File: config.mk
export PLATFORM = sky130hd
export DESIGN_NAME = three_tone_luma_tint
export DESIGN_NICKNAME = d
export VERILOG_FILES = /design/src/rtl/ttlt_pkg.sv /design/src/rtl/ttlt_front.sv /design/src/rtl/ttlt_queue.sv /design/src/rtl/ttlt_back.sv /design/src/rtl/three_tone_luma_tint.sv
export SDC_FILE = /design/constraint.sdc
export NUM_CORES = 2
export LEC_CHECK = 0
export BUFFER_PORTS_ARGS = -buffer_cell sky130_fd_sc_hd__buf_4
export CORE_AREA = 2 2 343 345
export CTS_CLUSTER_SIZE = 25
export DETAILED_ROUTE_END_ITERATION = 10
export DIE_AREA = 0 0 345 347
export HOLD_SLACK_MARGIN = 0.06
export SLEW_MARGIN = 20
export SYNTH_ARGS = -nofsm -noshare
export SYNTH_HDL_FRONTEND = slang
export SYNTH_HIERARCHICAL = 1
export SYNTH_SLANG_ARGS = --single-unit
File: constraint.sdc
create_clock -name clk -period 11.8 [get_ports clk]
set_clock_uncertainty 0.1 [all_clocks]
set_input_delay 1.18 -clock clk [delete_from_list [all_inputs] [get_ports clk]]
set_output_delay 1.18 -clock clk [all_outputs]
set_load 0.005 [all_outputs]
File: src/rtl/ttlt_pkg.sv
`default_nettype none

package ttlt_pkg;

    // Queue between front and back
    localparam int QUEUE_DEPTH = 4;

    // Word modes
    localparam logic [1:0] MODE_MEASURE = 2'd0;
    localparam logic [1:0] MODE_TINT    = 2'd1;
    localparam logic [1:0] MODE_CLEAR   = 2'd2;

    // Register indexes, taken from paddr[3:2]
    localparam logic [1:0] REG_HIGHLIGHT = 2'd0;
    localparam logic [1:0] REG_MIDTONE   = 2'd1;
    localparam logic [1:0] REG_SHADOW    = 2'd2;

    localparam logic [23:0] HIGHLIGHT_RESET = 24'hFFFFFF;
    localparam logic [23:0] MIDTONE_RESET   = 24'h808080;
    localparam logic [23:0] SHADOW_RESET    = 24'h000000;

    // Measure and flat-image thresholds
    localparam logic [7:0] ALPHA_FLOOR = 8'd16;
    localparam logic [7:0] FLAT_SPREAD = 8'd16;

    // BT.601 weights, scaled by 1000, with rounding bias
    localparam logic [17:0] W_RED   = 18'd299;
    localparam logic [17:0] W_GREEN = 18'd587;
    localparam logic [17:0] W_BLUE  = 18'd114;
    localparam logic [17:0] W_ROUND = 18'd500;

    // floor(x / 1000) = (x * ceil(2^28 / 1000)) >> 28, exact for x below 493000
    localparam logic [36:0] LUMA_RECIP = 37'd268436;
    localparam int          LUMA_SHIFT = 28;

    typedef enum logic [1:0] {
        KIND_PASS,
        KIND_FLAT,
        KIND_RAMP
    } kind_t;

    // One tint job handed from front to back
    typedef struct packed {
        kind_t       kind;
        logic [7:0]  alpha;
        logic [7:0]  red;
        logic [7:0]  green;
        logic [7:0]  blue;
        logic [15:0] num;
        logic [7:0]  den;
    } job_t;

    typedef struct packed {
        logic [23:0] highlight;
        logic [23:0] midtone;
        logic [23:0] shadow;
    } palette_t;

    // Queue status toward the producer and consumer
    typedef struct packed {
        logic full;
        logic empty;
    } queue_status_t;

endpackage

`default_nettype wire

File: src/rtl/ttlt_front.sv
`default_nettype none

module ttlt_front (
    input  wire logic            clk,
    input  wire logic            rst_n,
    input  wire logic            in_valid,
    output logic                 in_stall,
    input  wire logic [1:0]      mode,
    input  wire logic [7:0]      in_alpha,
    input  wire logic [7:0]      in_red,
    input  wire logic [7:0]      in_green,
    input  wire logic [7:0]      in_blue,
    input  wire logic            q_full,
    output logic                 push,
    output ttlt_pkg::job_t       job
);

    // Stage A: captured word
    logic       a_valid_reg;
    logic [1:0] a_mode_reg;
    logic [7:0] a_alpha_reg, a_red_reg, a_green_reg, a_blue_reg;
    // Stage B: weighted sum
    logic        b_valid_reg;
    logic [1:0]  b_mode_reg;
    logic [7:0]  b_alpha_reg, b_red_reg, b_green_reg, b_blue_reg;
    logic [17:0] b_sum_reg;
    logic [17:0] b_sum_next;
    // Stage C: luma, classify and update statistics
    logic       c_valid_reg;
    logic [1:0] c_mode_reg;
    logic [7:0] c_alpha_reg, c_red_reg, c_green_reg, c_blue_reg;
    logic [7:0] c_luma_reg;
    logic [7:0] c_luma_next;
    logic [36:0] luma_prod;
    // Tone statistics
    logic [7:0] tone_low_reg, tone_high_reg;
    logic       seen_reg;

    logic       advance;
    logic       flat;
    logic [7:0] spread;
    logic [7:0] luma_clamped;
    logic [7:0] delta;

    // Advance the whole front unless a tint word waits on a full queue
    assign advance  = !(c_valid_reg && (c_mode_reg == ttlt_pkg::MODE_TINT) && q_full);
    assign in_stall = !advance;

    // Weighted sum of the channels
    assign b_sum_next = 18'(a_red_reg) * ttlt_pkg::W_RED
                      + 18'(a_green_reg) * ttlt_pkg::W_GREEN
                      + 18'(a_blue_reg) * ttlt_pkg::W_BLUE
                      + ttlt_pkg::W_ROUND;

    // Divide by 1000 through the reciprocal
    assign luma_prod   = 37'(b_sum_reg) * ttlt_pkg::LUMA_RECIP;
    assign c_luma_next = luma_prod[ttlt_pkg::LUMA_SHIFT +: 8];

    // Classify the tint word against the current statistics
    assign spread = tone_high_reg - tone_low_reg;
    assign flat   = !seen_reg || (tone_high_reg < tone_low_reg)
                  || (spread < ttlt_pkg::FLAT_SPREAD);

    always_comb
    begin
        if (c_luma_reg < tone_low_reg)
            luma_clamped = tone_low_reg;
        else if (c_luma_reg > tone_high_reg)
            luma_clamped = tone_high_reg;
        else
            luma_clamped = c_luma_reg;
    end

    assign delta = luma_clamped - tone_low_reg;

    always_comb
    begin
        job.alpha = c_alpha_reg;
        job.red   = c_red_reg;
        job.green = c_green_reg;
        job.blue  = c_blue_reg;
        job.num   = {delta, 8'd0} - 16'(delta);
        job.den   = spread;
        if (c_alpha_reg == 8'd0)
            job.kind = ttlt_pkg::KIND_PASS;
        else if (flat)
            job.kind = ttlt_pkg::KIND_FLAT;
        else
            job.kind = ttlt_pkg::KIND_RAMP;
    end

    assign push = advance && c_valid_reg && (c_mode_reg == ttlt_pkg::MODE_TINT);

    // Hold valid flags and statistics
    always_ff @(posedge clk or negedge rst_n)
    begin
        if (!rst_n)
        begin
            a_valid_reg   <= 1'b0;
            b_valid_reg   <= 1'b0;
            c_valid_reg   <= 1'b0;
            tone_low_reg  <= 8'd255;
            tone_high_reg <= 8'd0;
            seen_reg      <= 1'b0;
        end
        else if (advance)
        begin
            a_valid_reg <= in_valid;
            b_valid_reg <= a_valid_reg;
            c_valid_reg <= b_valid_reg;
            if (c_valid_reg)
            begin
                if (c_mode_reg == ttlt_pkg::MODE_CLEAR)
                begin
                    tone_low_reg  <= 8'd255;
                    tone_high_reg <= 8'd0;
                    seen_reg      <= 1'b0;
                end
                else if ((c_mode_reg == ttlt_pkg::MODE_MEASURE)
                         && (c_alpha_reg > ttlt_pkg::ALPHA_FLOOR))
                begin
                    if (c_luma_reg < tone_low_reg)
                        tone_low_reg <= c_luma_reg;
                    if (c_luma_reg > tone_high_reg)
                        tone_high_reg <= c_luma_reg;
                    seen_reg <= 1'b1;
                end
            end
        end
    end

    // Advance the payload
    always_ff @(posedge clk)
    begin
        if (advance)
        begin
            a_mode_reg  <= mode;
            a_alpha_reg <= in_alpha;
            a_red_reg   <= in_red;
            a_green_reg <= in_green;
            a_blue_reg  <= in_blue;

            b_mode_reg  <= a_mode_reg;
            b_alpha_reg <= a_alpha_reg;
            b_red_reg   <= a_red_reg;
            b_green_reg <= a_green_reg;
            b_blue_reg  <= a_blue_reg;
            b_sum_reg   <= b_sum_next;

            c_mode_reg  <= b_mode_reg;
            c_alpha_reg <= b_alpha_reg;
            c_red_reg   <= b_red_reg;
            c_green_reg <= b_green_reg;
            c_blue_reg  <= b_blue_reg;
            c_luma_reg  <= c_luma_next;
        end
    end

endmodule

`default_nettype wire

File: src/rtl/ttlt_queue.sv
`default_nettype none

module ttlt_queue #(
    parameter int DEPTH = ttlt_pkg::QUEUE_DEPTH
) (
    input  wire logic                  clk,
    input  wire logic                  rst_n,
    input  wire logic                  push,
    input  wire ttlt_pkg::job_t        push_job,
    input  wire logic                  pop,
    output ttlt_pkg::job_t             pop_job,
    output ttlt_pkg::queue_status_t    status
);

    localparam int PTR_W = (DEPTH > 1) ? $clog2(DEPTH) : 1;
    localparam int CNT_W = $clog2(DEPTH + 1);

    ttlt_pkg::job_t   mem [DEPTH];
    logic [PTR_W-1:0] wr_ptr_reg, rd_ptr_reg;
    logic [CNT_W-1:0] count_reg;
    logic             do_push, do_pop;

    assign status.full  = (count_reg == CNT_W'(DEPTH));
    assign status.empty = (count_reg == '0);
    assign do_push      = push && !status.full;
    assign do_pop       = pop && !status.empty;
    assign pop_job      = mem[rd_ptr_reg];

    // Advance pointers and count
    always_ff @(posedge clk or negedge rst_n)
    begin
        if (!rst_n)
        begin
            wr_ptr_reg <= '0;
            rd_ptr_reg <= '0;
            count_reg  <= '0;
        end
        else
        begin
            if (do_push)
                wr_ptr_reg <= (wr_ptr_reg == PTR_W'(DEPTH - 1)) ? '0 : wr_ptr_reg + 1'b1;
            if (do_pop)
                rd_ptr_reg <= (rd_ptr_reg == PTR_W'(DEPTH - 1)) ? '0 : rd_ptr_reg + 1'b1;
            if (do_push && !do_pop)
                count_reg <= count_reg + 1'b1;
            else if (do_pop && !do_push)
                count_reg <= count_reg - 1'b1;
        end
    end

    // Store the pushed word
    always_ff @(posedge clk)
    begin
        if (do_push)
            mem[wr_ptr_reg] <= push_job;
    end

endmodule

`default_nettype wire

File: src/rtl/ttlt_back.sv
`default_nettype none

module ttlt_back (
    input  wire logic                 clk,
    input  wire logic                 rst_n,
    input  wire ttlt_pkg::palette_t   palette,
    input  wire logic                 q_empty,
    input  wire ttlt_pkg::job_t       job,
    output logic                      pop,
    output logic                      out_valid,
    input  wire logic                 out_stall,
    output logic [7:0]                out_alpha,
    output logic [7:0]                out_red,
    output logic [7:0]                out_green,
    output logic [7:0]                out_blue
);

    typedef enum logic [2:0] {
        ST_IDLE,
        ST_DIV,
        ST_BLEND,
        ST_NORM,
        ST_DONE
    } state_t;

    // Rounded blend numerator: lo*(255-amt) + hi*amt + 127
    function automatic logic [15:0] mix_sum(input logic [7:0] lo, input logic [7:0] hi,
                                            input logic [7:0] amt);
        logic [15:0] lo_part, hi_part;
        lo_part = 16'(lo) * 16'(8'd255 - amt);
        hi_part = 16'(hi) * 16'(amt);
        return lo_part + hi_part + 16'd127;
    endfunction

    // floor(x / 255) for x below 65280
    function automatic logic [7:0] div255(input logic [15:0] x);
        logic [15:0] t;
        t = x + 16'(x[15:8]) + 16'd1;
        return t[15:8];
    endfunction

    state_t         state_reg;
    ttlt_pkg::job_t job_reg;
    logic [7:0]     rem_reg, numlo_reg, quo_reg;
    logic [2:0]     cnt_reg;
    logic [15:0]    sum_r_reg, sum_g_reg, sum_b_reg;
    logic [7:0]     res_r_reg, res_g_reg, res_b_reg;
    logic           out_valid_reg;
    logic [7:0]     out_alpha_reg, out_red_reg, out_green_reg, out_blue_reg;

    logic [8:0]     trial;
    logic           qbit;
    logic [7:0]     rem_next;
    logic [7:0]     amt;
    logic [23:0]    lo_col, hi_col;

    // One restoring divide step per cycle
    assign trial    = {rem_reg, numlo_reg[7]};
    assign qbit     = (trial >= {1'b0, job_reg.den});
    assign rem_next = qbit ? 8'(trial - {1'b0, job_reg.den}) : trial[7:0];

    // Pick the ramp half from the index top bit
    assign amt    = {quo_reg[6:0], 1'b0};
    assign lo_col = quo_reg[7] ? palette.midtone : palette.shadow;
    assign hi_col = quo_reg[7] ? palette.highlight : palette.midtone;

    assign pop       = (state_reg == ST_IDLE) && !q_empty;
    assign out_valid = out_valid_reg;
    assign out_alpha = out_alpha_reg;
    assign out_red   = out_red_reg;
    assign out_green = out_green_reg;
    assign out_blue  = out_blue_reg;

    // Sequence one job and hold the result word
    always_ff @(posedge clk or negedge rst_n)
    begin
        if (!rst_n)
        begin
            state_reg     <= ST_IDLE;
            out_valid_reg <= 1'b0;
            cnt_reg       <= 3'd0;
        end
        else
        begin
            // Raise the result word when a job finishes, drop it once taken
            if ((state_reg == ST_DONE) && (!out_valid_reg || !out_stall))
                out_valid_reg <= 1'b1;
            else if (out_valid_reg && !out_stall)
                out_valid_reg <= 1'b0;

            unique case (state_reg)
                ST_IDLE:
                begin
                    if (!q_empty)
                    begin
                        job_reg   <= job;
                        rem_reg   <= job.num[15:8];
                        numlo_reg <= job.num[7:0];
                        cnt_reg   <= 3'd0;
                        unique case (job.kind)
                            ttlt_pkg::KIND_PASS:
                            begin
                                res_r_reg <= job.red;
                                res_g_reg <= job.green;
                                res_b_reg <= job.blue;
                                state_reg <= ST_DONE;
                            end
                            ttlt_pkg::KIND_FLAT:
                            begin
                                res_r_reg <= palette.midtone[23:16];
                                res_g_reg <= palette.midtone[15:8];
                                res_b_reg <= palette.midtone[7:0];
                                state_reg <= ST_DONE;
                            end
                            ttlt_pkg::KIND_RAMP:
                                state_reg <= ST_DIV;
                            default:
                                state_reg <= ST_IDLE;
                        endcase
                    end
                end
                ST_DIV:
                begin
                    rem_reg   <= rem_next;
                    quo_reg   <= {quo_reg[6:0], qbit};
                    numlo_reg <= {numlo_reg[6:0], 1'b0};
                    cnt_reg   <= cnt_reg + 3'd1;
                    if (cnt_reg == 3'd7)
                        state_reg <= ST_BLEND;
                end
                ST_BLEND:
                begin
                    sum_r_reg <= mix_sum(lo_col[23:16], hi_col[23:16], amt);
                    sum_g_reg <= mix_sum(lo_col[15:8], hi_col[15:8], amt);
                    sum_b_reg <= mix_sum(lo_col[7:0], hi_col[7:0], amt);
                    state_reg <= ST_NORM;
                end
                ST_NORM:
                begin
                    res_r_reg <= div255(sum_r_reg);
                    res_g_reg <= div255(sum_g_reg);
                    res_b_reg <= div255(sum_b_reg);
                    state_reg <= ST_DONE;
                end
                ST_DONE:
                begin
                    if (!out_valid_reg || !out_stall)
                    begin
                        out_alpha_reg <= job_reg.alpha;
                        out_red_reg   <= res_r_reg;
                        out_green_reg <= res_g_reg;
                        out_blue_reg  <= res_b_reg;
                        state_reg     <= ST_IDLE;
                    end
                end
                default:
                    state_reg <= ST_IDLE;
            endcase
        end
    end

endmodule

`default_nettype wire

File: src/rtl/three_tone_luma_tint.sv
// Three-tone luma tint: two-pass gradient map on straight ARGB pixels.
// Input channel (in_valid/in_stall): one word per pixel with a mode field.
//   Measure words fold pixel luma into a running min/max, clear words reset
//   those statistics, tint words produce one result each.
// Output channel (out_valid/out_stall): one tinted pixel per tint word, in
//   order. Measure and clear words produce nothing.
// Colors are set through the APB port: highlight at 0x0, midtone at 0x4,
//   shadow at 0x8; write them only while no tint word is in flight.
// Path from accept to result: front stages A, B and C, the queue, then the back
//   sequencer; ramp pixels add a restoring divide, a blend and a normalize step.
// Throughput: the front takes one word per cycle while in_stall is low; measure
//   and clear words sustain that. The back sequencer takes a new tint word only
//   once the last one is done; a 4-entry queue between them absorbs bursts, and
//   in_stall rises when a tint word meets a full queue.
// When out_stall is high the result word holds; the back can finish one more
//   job behind it before it waits.
// Reset clears the statistics, empties the queue, drops out_valid and loads
//   the default palette (white, mid grey, black).
`default_nettype none

module three_tone_luma_tint #(
    parameter int QUEUE_DEPTH = ttlt_pkg::QUEUE_DEPTH
) (
    input  wire logic        clk,
    input  wire logic        rst_n,
    input  wire logic        in_valid,
    output logic             in_stall,
    input  wire logic [1:0]  mode,
    input  wire logic [7:0]  in_alpha,
    input  wire logic [7:0]  in_red,
    input  wire logic [7:0]  in_green,
    input  wire logic [7:0]  in_blue,
    output logic             out_valid,
    input  wire logic        out_stall,
    output logic [7:0]       out_alpha,
    output logic [7:0]       out_red,
    output logic [7:0]       out_green,
    output logic [7:0]       out_blue,
    input  wire logic        psel,
    input  wire logic        penable,
    input  wire logic        pwrite,
    input  wire logic [3:0]  paddr,
    input  wire logic [31:0] pwdata,
    output logic [31:0]      prdata,
    output logic             pready
);

    ttlt_pkg::palette_t      palette_reg;
    ttlt_pkg::job_t          push_job, pop_job;
    ttlt_pkg::queue_status_t q_status;
    logic                    push, pop;
    logic                    cfg_write;
    logic [1:0]              reg_index;

    assign pready    = 1'b1;
    assign reg_index = paddr[3:2];
    assign cfg_write = psel && penable && pwrite && pready;

    // Hold the color registers
    always_ff @(posedge clk or negedge rst_n)
    begin
        if (!rst_n)
        begin
            palette_reg.highlight <= ttlt_pkg::HIGHLIGHT_RESET;
            palette_reg.midtone   <= ttlt_pkg::MIDTONE_RESET;
            palette_reg.shadow    <= ttlt_pkg::SHADOW_RESET;
        end
        else if (cfg_write)
        begin
            unique case (reg_index)
                ttlt_pkg::REG_HIGHLIGHT: palette_reg.highlight <= pwdata[23:0];
                ttlt_pkg::REG_MIDTONE:   palette_reg.midtone   <= pwdata[23:0];
                ttlt_pkg::REG_SHADOW:    palette_reg.shadow    <= pwdata[23:0];
                default:                 ;
            endcase
        end
    end

    // Read back the addressed register
    always_comb
    begin
        unique case (reg_index)
            ttlt_pkg::REG_HIGHLIGHT: prdata = {8'd0, palette_reg.highlight};
            ttlt_pkg::REG_MIDTONE:   prdata = {8'd0, palette_reg.midtone};
            ttlt_pkg::REG_SHADOW:    prdata = {8'd0, palette_reg.shadow};
            default:                 prdata = 32'd0;
        endcase
    end

    ttlt_front u_front (
        .clk      (clk),
        .rst_n    (rst_n),
        .in_valid (in_valid),
        .in_stall (in_stall),
        .mode     (mode),
        .in_alpha (in_alpha),
        .in_red   (in_red),
        .in_green (in_green),
        .in_blue  (in_blue),
        .q_full   (q_status.full),
        .push     (push),
        .job      (push_job)
    );

    ttlt_queue #(
        .DEPTH (QUEUE_DEPTH)
    ) u_queue (
        .clk      (clk),
        .rst_n    (rst_n),
        .push     (push),
        .push_job (push_job),
        .pop      (pop),
        .pop_job  (pop_job),
        .status   (q_status)
    );

    ttlt_back u_back (
        .clk       (clk),
        .rst_n     (rst_n),
        .palette   (palette_reg),
        .q_empty   (q_status.empty),
        .job       (pop_job),
        .pop       (pop),
        .out_valid (out_valid),
        .out_stall (out_stall),
        .out_alpha (out_alpha),
        .out_red   (out_red),
        .out_green (out_green),
        .out_blue  (out_blue)
    );

endmodule

`default_nettype wire

# After elaboration in Yosys (flattened, before gate mapping)
# Memories as Yosys holds them, arrays and structs flattened.
# Cells that the tools add are included.
dict set report word_totals {
  regBits 378
  mem_bits_rw 232
  input_bits 77
  output_inout_bits 67
  word_cells 206
  memories 1
}
dict set report classes {
  add_sub_neg 25
  n_mul 10
  order_cmp 6
  n_eq_ne 18
  muxes 44
  bitwise_logic 2
  reduce_logical 53
}
# name words word_bits rd rd_clocked_by_memory_dff wr line_no
set memory_table {}
lappend memory_table {u_queue.mem 4 58 1 0 1 ttlt_queue.sv:18} ;# ttlt_pkg::job_t mem [DEPTH];
# cell count
set op_table {}
lappend op_table {{8-bit one-hot mux with 2 select lines} 8}
lappend op_table {{8-bit two-way mux} 14}
lappend op_table {{24-bit one-hot mux with 3 select lines} 1}
lappend op_table {{16-bit by 1-bit adder with 16-bit output (second input constant)} 3}
lappend op_table {{16-bit adder} 3}
lappend op_table {{16-bit by 7-bit adder with 16-bit output (second input constant)} 3}
lappend op_table {{16-bit by 8-bit adder with 16-bit output} 3}
lappend op_table {{8-bit by 16-bit multiplier with 16-bit output} 3}
lappend op_table {{24-bit two-way mux} 2}
lappend op_table {{8-bit by 7-bit multiplier with 15-bit output} 3}
lappend op_table {{18-bit by 17-bit multiplier with 34-bit output (second input constant)} 1}
lappend op_table {{8-bit subtractor} 3}
lappend op_table {{17-bit by 18-bit adder with 18-bit output} 1}
lappend op_table {{18-bit by 15-bit adder with 18-bit output} 1}
lappend op_table {{18-bit by 9-bit adder with 18-bit output (second input constant)} 1}
lappend op_table {{8-bit by 10-bit multiplier with 18-bit output (second input constant)} 1}
lappend op_table {{3-bit two-way mux} 6}
lappend op_table {{8-bit by 9-bit multiplier with 17-bit output (second input constant)} 1}
lappend op_table {{8-bit < comparator} 2}
lappend op_table {{16-bit by 8-bit subtractor with 16-bit output} 1}
lappend op_table {{3-bit one-hot mux with 5 select lines} 1}
lappend op_table {{3-bit AND reduction} 5}
lappend op_table {{1-bit logical AND} 14}
lappend op_table {{8-bit by 6-bit multiplier with 14-bit output (second input constant)} 1}
lappend op_table {{other kinds (29)} 76}

# Logic depth before layout (Yosys ltp)
dict set report logic_depth {
  word_depth 11
  mapped_depth 32
  mapped_depth_nobuf 29
}

# Cells and area by module
# The synthesis kept the hierarchy.
# module instances cells_each area_per_inst_um2
set by_module_without_submodules {}
lappend by_module_without_submodules {ttlt_back 1 2057 20419.6}
lappend by_module_without_submodules {ttlt_front 1 1167 13560.5}
lappend by_module_without_submodules {ttlt_queue 1 341 8852.2}
lappend by_module_without_submodules {three_tone_luma_tint 1 248 3397.0}

# Worst setup path before layout
# No wires, ideal clock.
dict set report synth_timing {
  path_type {reg2reg}
  from {register u_back.quo_reg[7]}
  to {register u_back.sum_g_reg[15] (data pin)}
  setup_time_ps 268
  arrival_ps 7885
  required_time_ps 11432
  path_slack_ps 3547
  stages_incl_launch_ff 30
  period_less_slack_ps 8253
  path_cell_list {edfxtp_1 -> clkbuf_1 -> buf_2 -> buf_2 -> mux2i_1 -> nor2b_1 -> fa_1 -> inv_1 -> fa_1 -> inv_1 -> fa_1 -> inv_1 -> fa_1 -> inv_1 -> ha_1 -> xor2_1 -> fa_1 -> fa_1 -> inv_1 -> fa_1 -> fa_1 -> ha_1 -> ha_1 -> o21ai_0 -> nand2b_1 -> o311ai_0 -> o21ai_0 -> nor3_1 -> o41ai_1 -> xnor2_1}
}
dict set report synth_between {
  elab_chain_len 4
  elab_cells_between_ends 6
  classes_between {2 x add/sub; 2 x mul; 2 x mux}
}
# element line_no
set synth_lines {}
lappend synth_lines {{start, declared} ttlt_back.sv:44} ;# logic [7:0] rem_reg, numlo_reg, quo_reg;
lappend synth_lines {{start signal, assigned} ttlt_back.sv:125} ;# quo_reg <= {quo_reg[6:0], qbit};
lappend synth_lines {{24-bit two-way mux (on tied branches)} {ttlt_back.sv:64, ttlt_back.sv:65}}
lappend synth_lines {{8-bit by 16-bit multiplier with 16-bit output / 8-bit by 7-bit multiplier with 15-bit output (equally long branches)} {ttlt_back.sv:30, ttlt_back.sv:31}}
lappend synth_lines {{16-bit adder *} ttlt_back.sv:32} ;# return lo_part + hi_part + 16'd127;
lappend synth_lines {{16-bit by 7-bit adder with 16-bit output *} ttlt_back.sv:32}
lappend synth_lines {{end signal, assigned} ttlt_back.sv:134} ;# sum_g_reg <= mix_sum(lo_col[15:8], hi_col[15:8], amt);
lappend synth_lines {{end, declared} ttlt_back.sv:46} ;# logic [15:0] sum_r_reg, sum_g_reg, sum_b_reg;
# Every way passes the cells marked *; elsewhere a longest branch is shown, timed or not.
# A chain may end at the register's enable or synchronous reset.

# Final worst setup path
# Same ends and word-level chain as after synthesis.

==> results_dict.tcl <==
set metrics [dict create \
    path_max_fanout 20 \
    drv_slew 0 \
    avgSynthCellArea_um2 12.1 \
    route.detailed.drc 0 \
    root_buffer "clkbuf_16" \
    crit_family "adder cells" \
    outcome "finished, final reports clean" \
    drv_cap 0 \
    area_delta_synth_final_pct 10.9 \
    cp_num_buf_inv 6 \
    cts.hold.buffers_added 0 \
    cp-end-kind "register" \
    cts_num_sinks 610 \
    die_area_um2 120000 \
    die_x_um 345 \
    yosysWarnings 6 \
    fin_crit_ns 9.15 \
    cts_tree "done" \
    post_dp_cell_area_um2 48900 \
    fin_nets 4953 \
    wl_per_cell_um 17.8 \
    path_clk_slew_ns 0.06 \
    cp_data_arrival_time_ns 9.42 \
    crit_slowest_cell "edfxtp_1" \
    reg2reg_setup_slack_ns 2.65 \
    grt_pass1_wl_mm 160 \
    fp.coreArea_um2 116000 \
    grt_max_degree 61 \
    seq_area_frac_synth_pct 38.6 \
    start_util_pct 39.9 \
    synth_cell_type_count 99 \
    cts_buffers 71 \
    max_freq_ghz 0.109 \
    hpwl_mm 73.5 \
    holdPathEnd "u_back/out_green[0]" \
    cp_slowest_stage_delay_ns 1.00 \
    hold_viol 0 \
    globalRoute.totalOverflow 0 \
    clk_latency_ns 0.64 \
    synth_ff_type "edfxtp_1" \
    cts_resized 0 \
    layout_commonest_cell "inv_1" \
    reg2reg_to "u_back/sum_g_reg[15]" \
    reg2regPathDepth 27 \
    hp-class "reg2reg" \
    largest_reg_flops 232 \
    wirelength_mm 98.7 \
    antenna_found_initial 6 \
    startpoint_type "register" \
    clock_path_buffers 3 \
    holdCritStartpoint "u_back/res_g_reg[0]" \
    first_global_vias 28500 \
    cp_data_required_time_ns 12.07 \
    rsz0062_at_grt "no" \
    io_buffers 124 \
    worst_slew_pin_slew_ns 1.11 \
    syn_area_um2 46200 \
    fin_util_pct 44.3 \
    vias 27600 \
    fp-row-count 125 \
    via_per_inst 4.98 \
    r2r_start "u_back/quo_reg[7]" \
    whs_path_depth 0 \
    synth_seq_cells 610 \
    netlist_instances 3813 \
    critPathKind "reg2reg" \
    path_common_cell "fa_1" \
    layout_common_cells "inv_1 (655), ha_1 (547), edfxtp_1 (504)" \
    cts_setup_buffers 0 \
    fillerInstances 10800 \
    postRouteAntennaNets 0 \
    initialDrtViolationCount 1537 \
    finalWeightedCongestion 0.810 \
    postLayoutCellArea_um2 51300 \
    die-height_um 347 \
    synth-edff-count 504 \
    io_pins 144 \
    synthArstFlopShare_pct 17.4 \
    fin_setup_tns_ns 0 \
    htreeDepth 3 \
    slew_headroom_pct 25.3 \
    post-route-period-util_pct 77.6 \
    setup_violations 0 \
    drive_gt1_share_pct 15.4 \
    n_antenna_cell 0 \
    grtUsageTotal_pct 16.9 \
    dr.pass1.iters 5 \
    hold_slack_ns 0.311 \
]
## layer usage
layer	track usage, %	vias up	part of all wire, %
li1	-	13100	-
met4	4.37	8	2.0
met1	24.1	13900	48
met3	3.09	101	4.9
met2	26.7	445	45
met5	0	-	0.049
## Yosys cell counts, drive strengths merged, types with 49 or more instances
| cell | instances | area [µm²] |
|---|---|---|
| mux2i | 74 | 741 |
| inv | 655 | 2460 |
| mux4 | 58 | 1310 |
| a21oi | 108 | 552 |
| and2 | 49 | 312 |
| nor2b | 112 | 723 |
| or2 | 102 | 638 |
| nand2 | 181 | 679 |
| ha | 547 | 6840 |
| xnor2 | 99 | 867 |
| edfxtp | 504 | 15100 |
| clkbuf | 59 | 223 |
| dfrtp | 71 | 1780 |
| fa | 375 | 7510 |
| mux2 | 108 | 1300 |
| o21ai | 121 | 624 |
| nor2 | 174 | 653 |
## through the flow
step / setup WS [ns] / cells
6_report: 2.65 / 5536
4_1_cts: 2.65 / 5535
3_5_place_dp: 2.67 / 5404
3_3_place_gp: 2.63 / 5404
5_1_grt: 2.10 / 5536
2_1_floorplan: 3.55 / 3820
## final cells by class
type,count,area (µm²),area share (%)
timing repair buffer,158,1210,2.35
sequential,610,17800,34.8
clock buffer,92,1910,3.72
tap,1524,1910,3.72
clock inverter,39,424,0.828
multi-input combinational,2458,25500,49.8
inverter,655,2460,4.80
## worst register-to-register path, cell delays in order, from the launching register on
cell      delay [ns]
edfxtp_1        1.00
buf_12          0.29
mux2i_1         0.67
nor2b_1         0.15
fa_1            0.56
inv_1           0.05
fa_1            0.47
inv_1           0.05
fa_1            0.52
inv_1           0.05
fa_1            0.53
inv_1           0.04
ha_1            0.34
xor2_1          0.20
fa_1            0.46
fa_1            0.52
inv_1           0.05
fa_1            0.46
fa_1            0.49
ha_1            0.31
ha_1            0.32
o21ai_0         0.10
nand2b_1        0.07
o311ai_0        0.15
o21ai_0         0.32
nor3_1          0.10
o41ai_1         0.42
xnor2_1         0.11
## cell families (layout without fill, tap and decap cells)
kind of cell    count (synthesis)  in the layout  synth area share (%)
mux                           240            240                  7.24
compound gates                399            399                  5.76
fa+ha+maj                     922            922                  31.0
flops                         610            610                  38.6
buf+inv                       752            944                  6.42
other cells                     2              9                0.0162
simple gates                  746            746                  8.26
xor+xnor                      142            142                  2.69
## worst max-delay path by stage
stage | from | end | slack (ns) | cells after the start
after global routing | u_back/quo_reg[7] | u_back/sum_g_reg[15] | 2.10 | 27
after floorplan | u_back/quo_reg[7] | u_back/sum_g_reg[15] | 3.55 | 29
after CTS | u_back/quo_reg[7] | u_back/sum_g_reg[15] | 2.65 | 26
after global placement | u_back/quo_reg[7] | u_back/sum_g_reg[15] | 2.63 | 27
final | u_back/quo_reg[7] | u_back/sum_g_reg[15] | 2.65 | 27
after detailed placement | u_back/quo_reg[7] | u_back/sum_g_reg[15] | 2.67 | 26
Power is not shown: default switching activity piles up to over one toggle a cycle in this logic, so the estimate is an artifact.
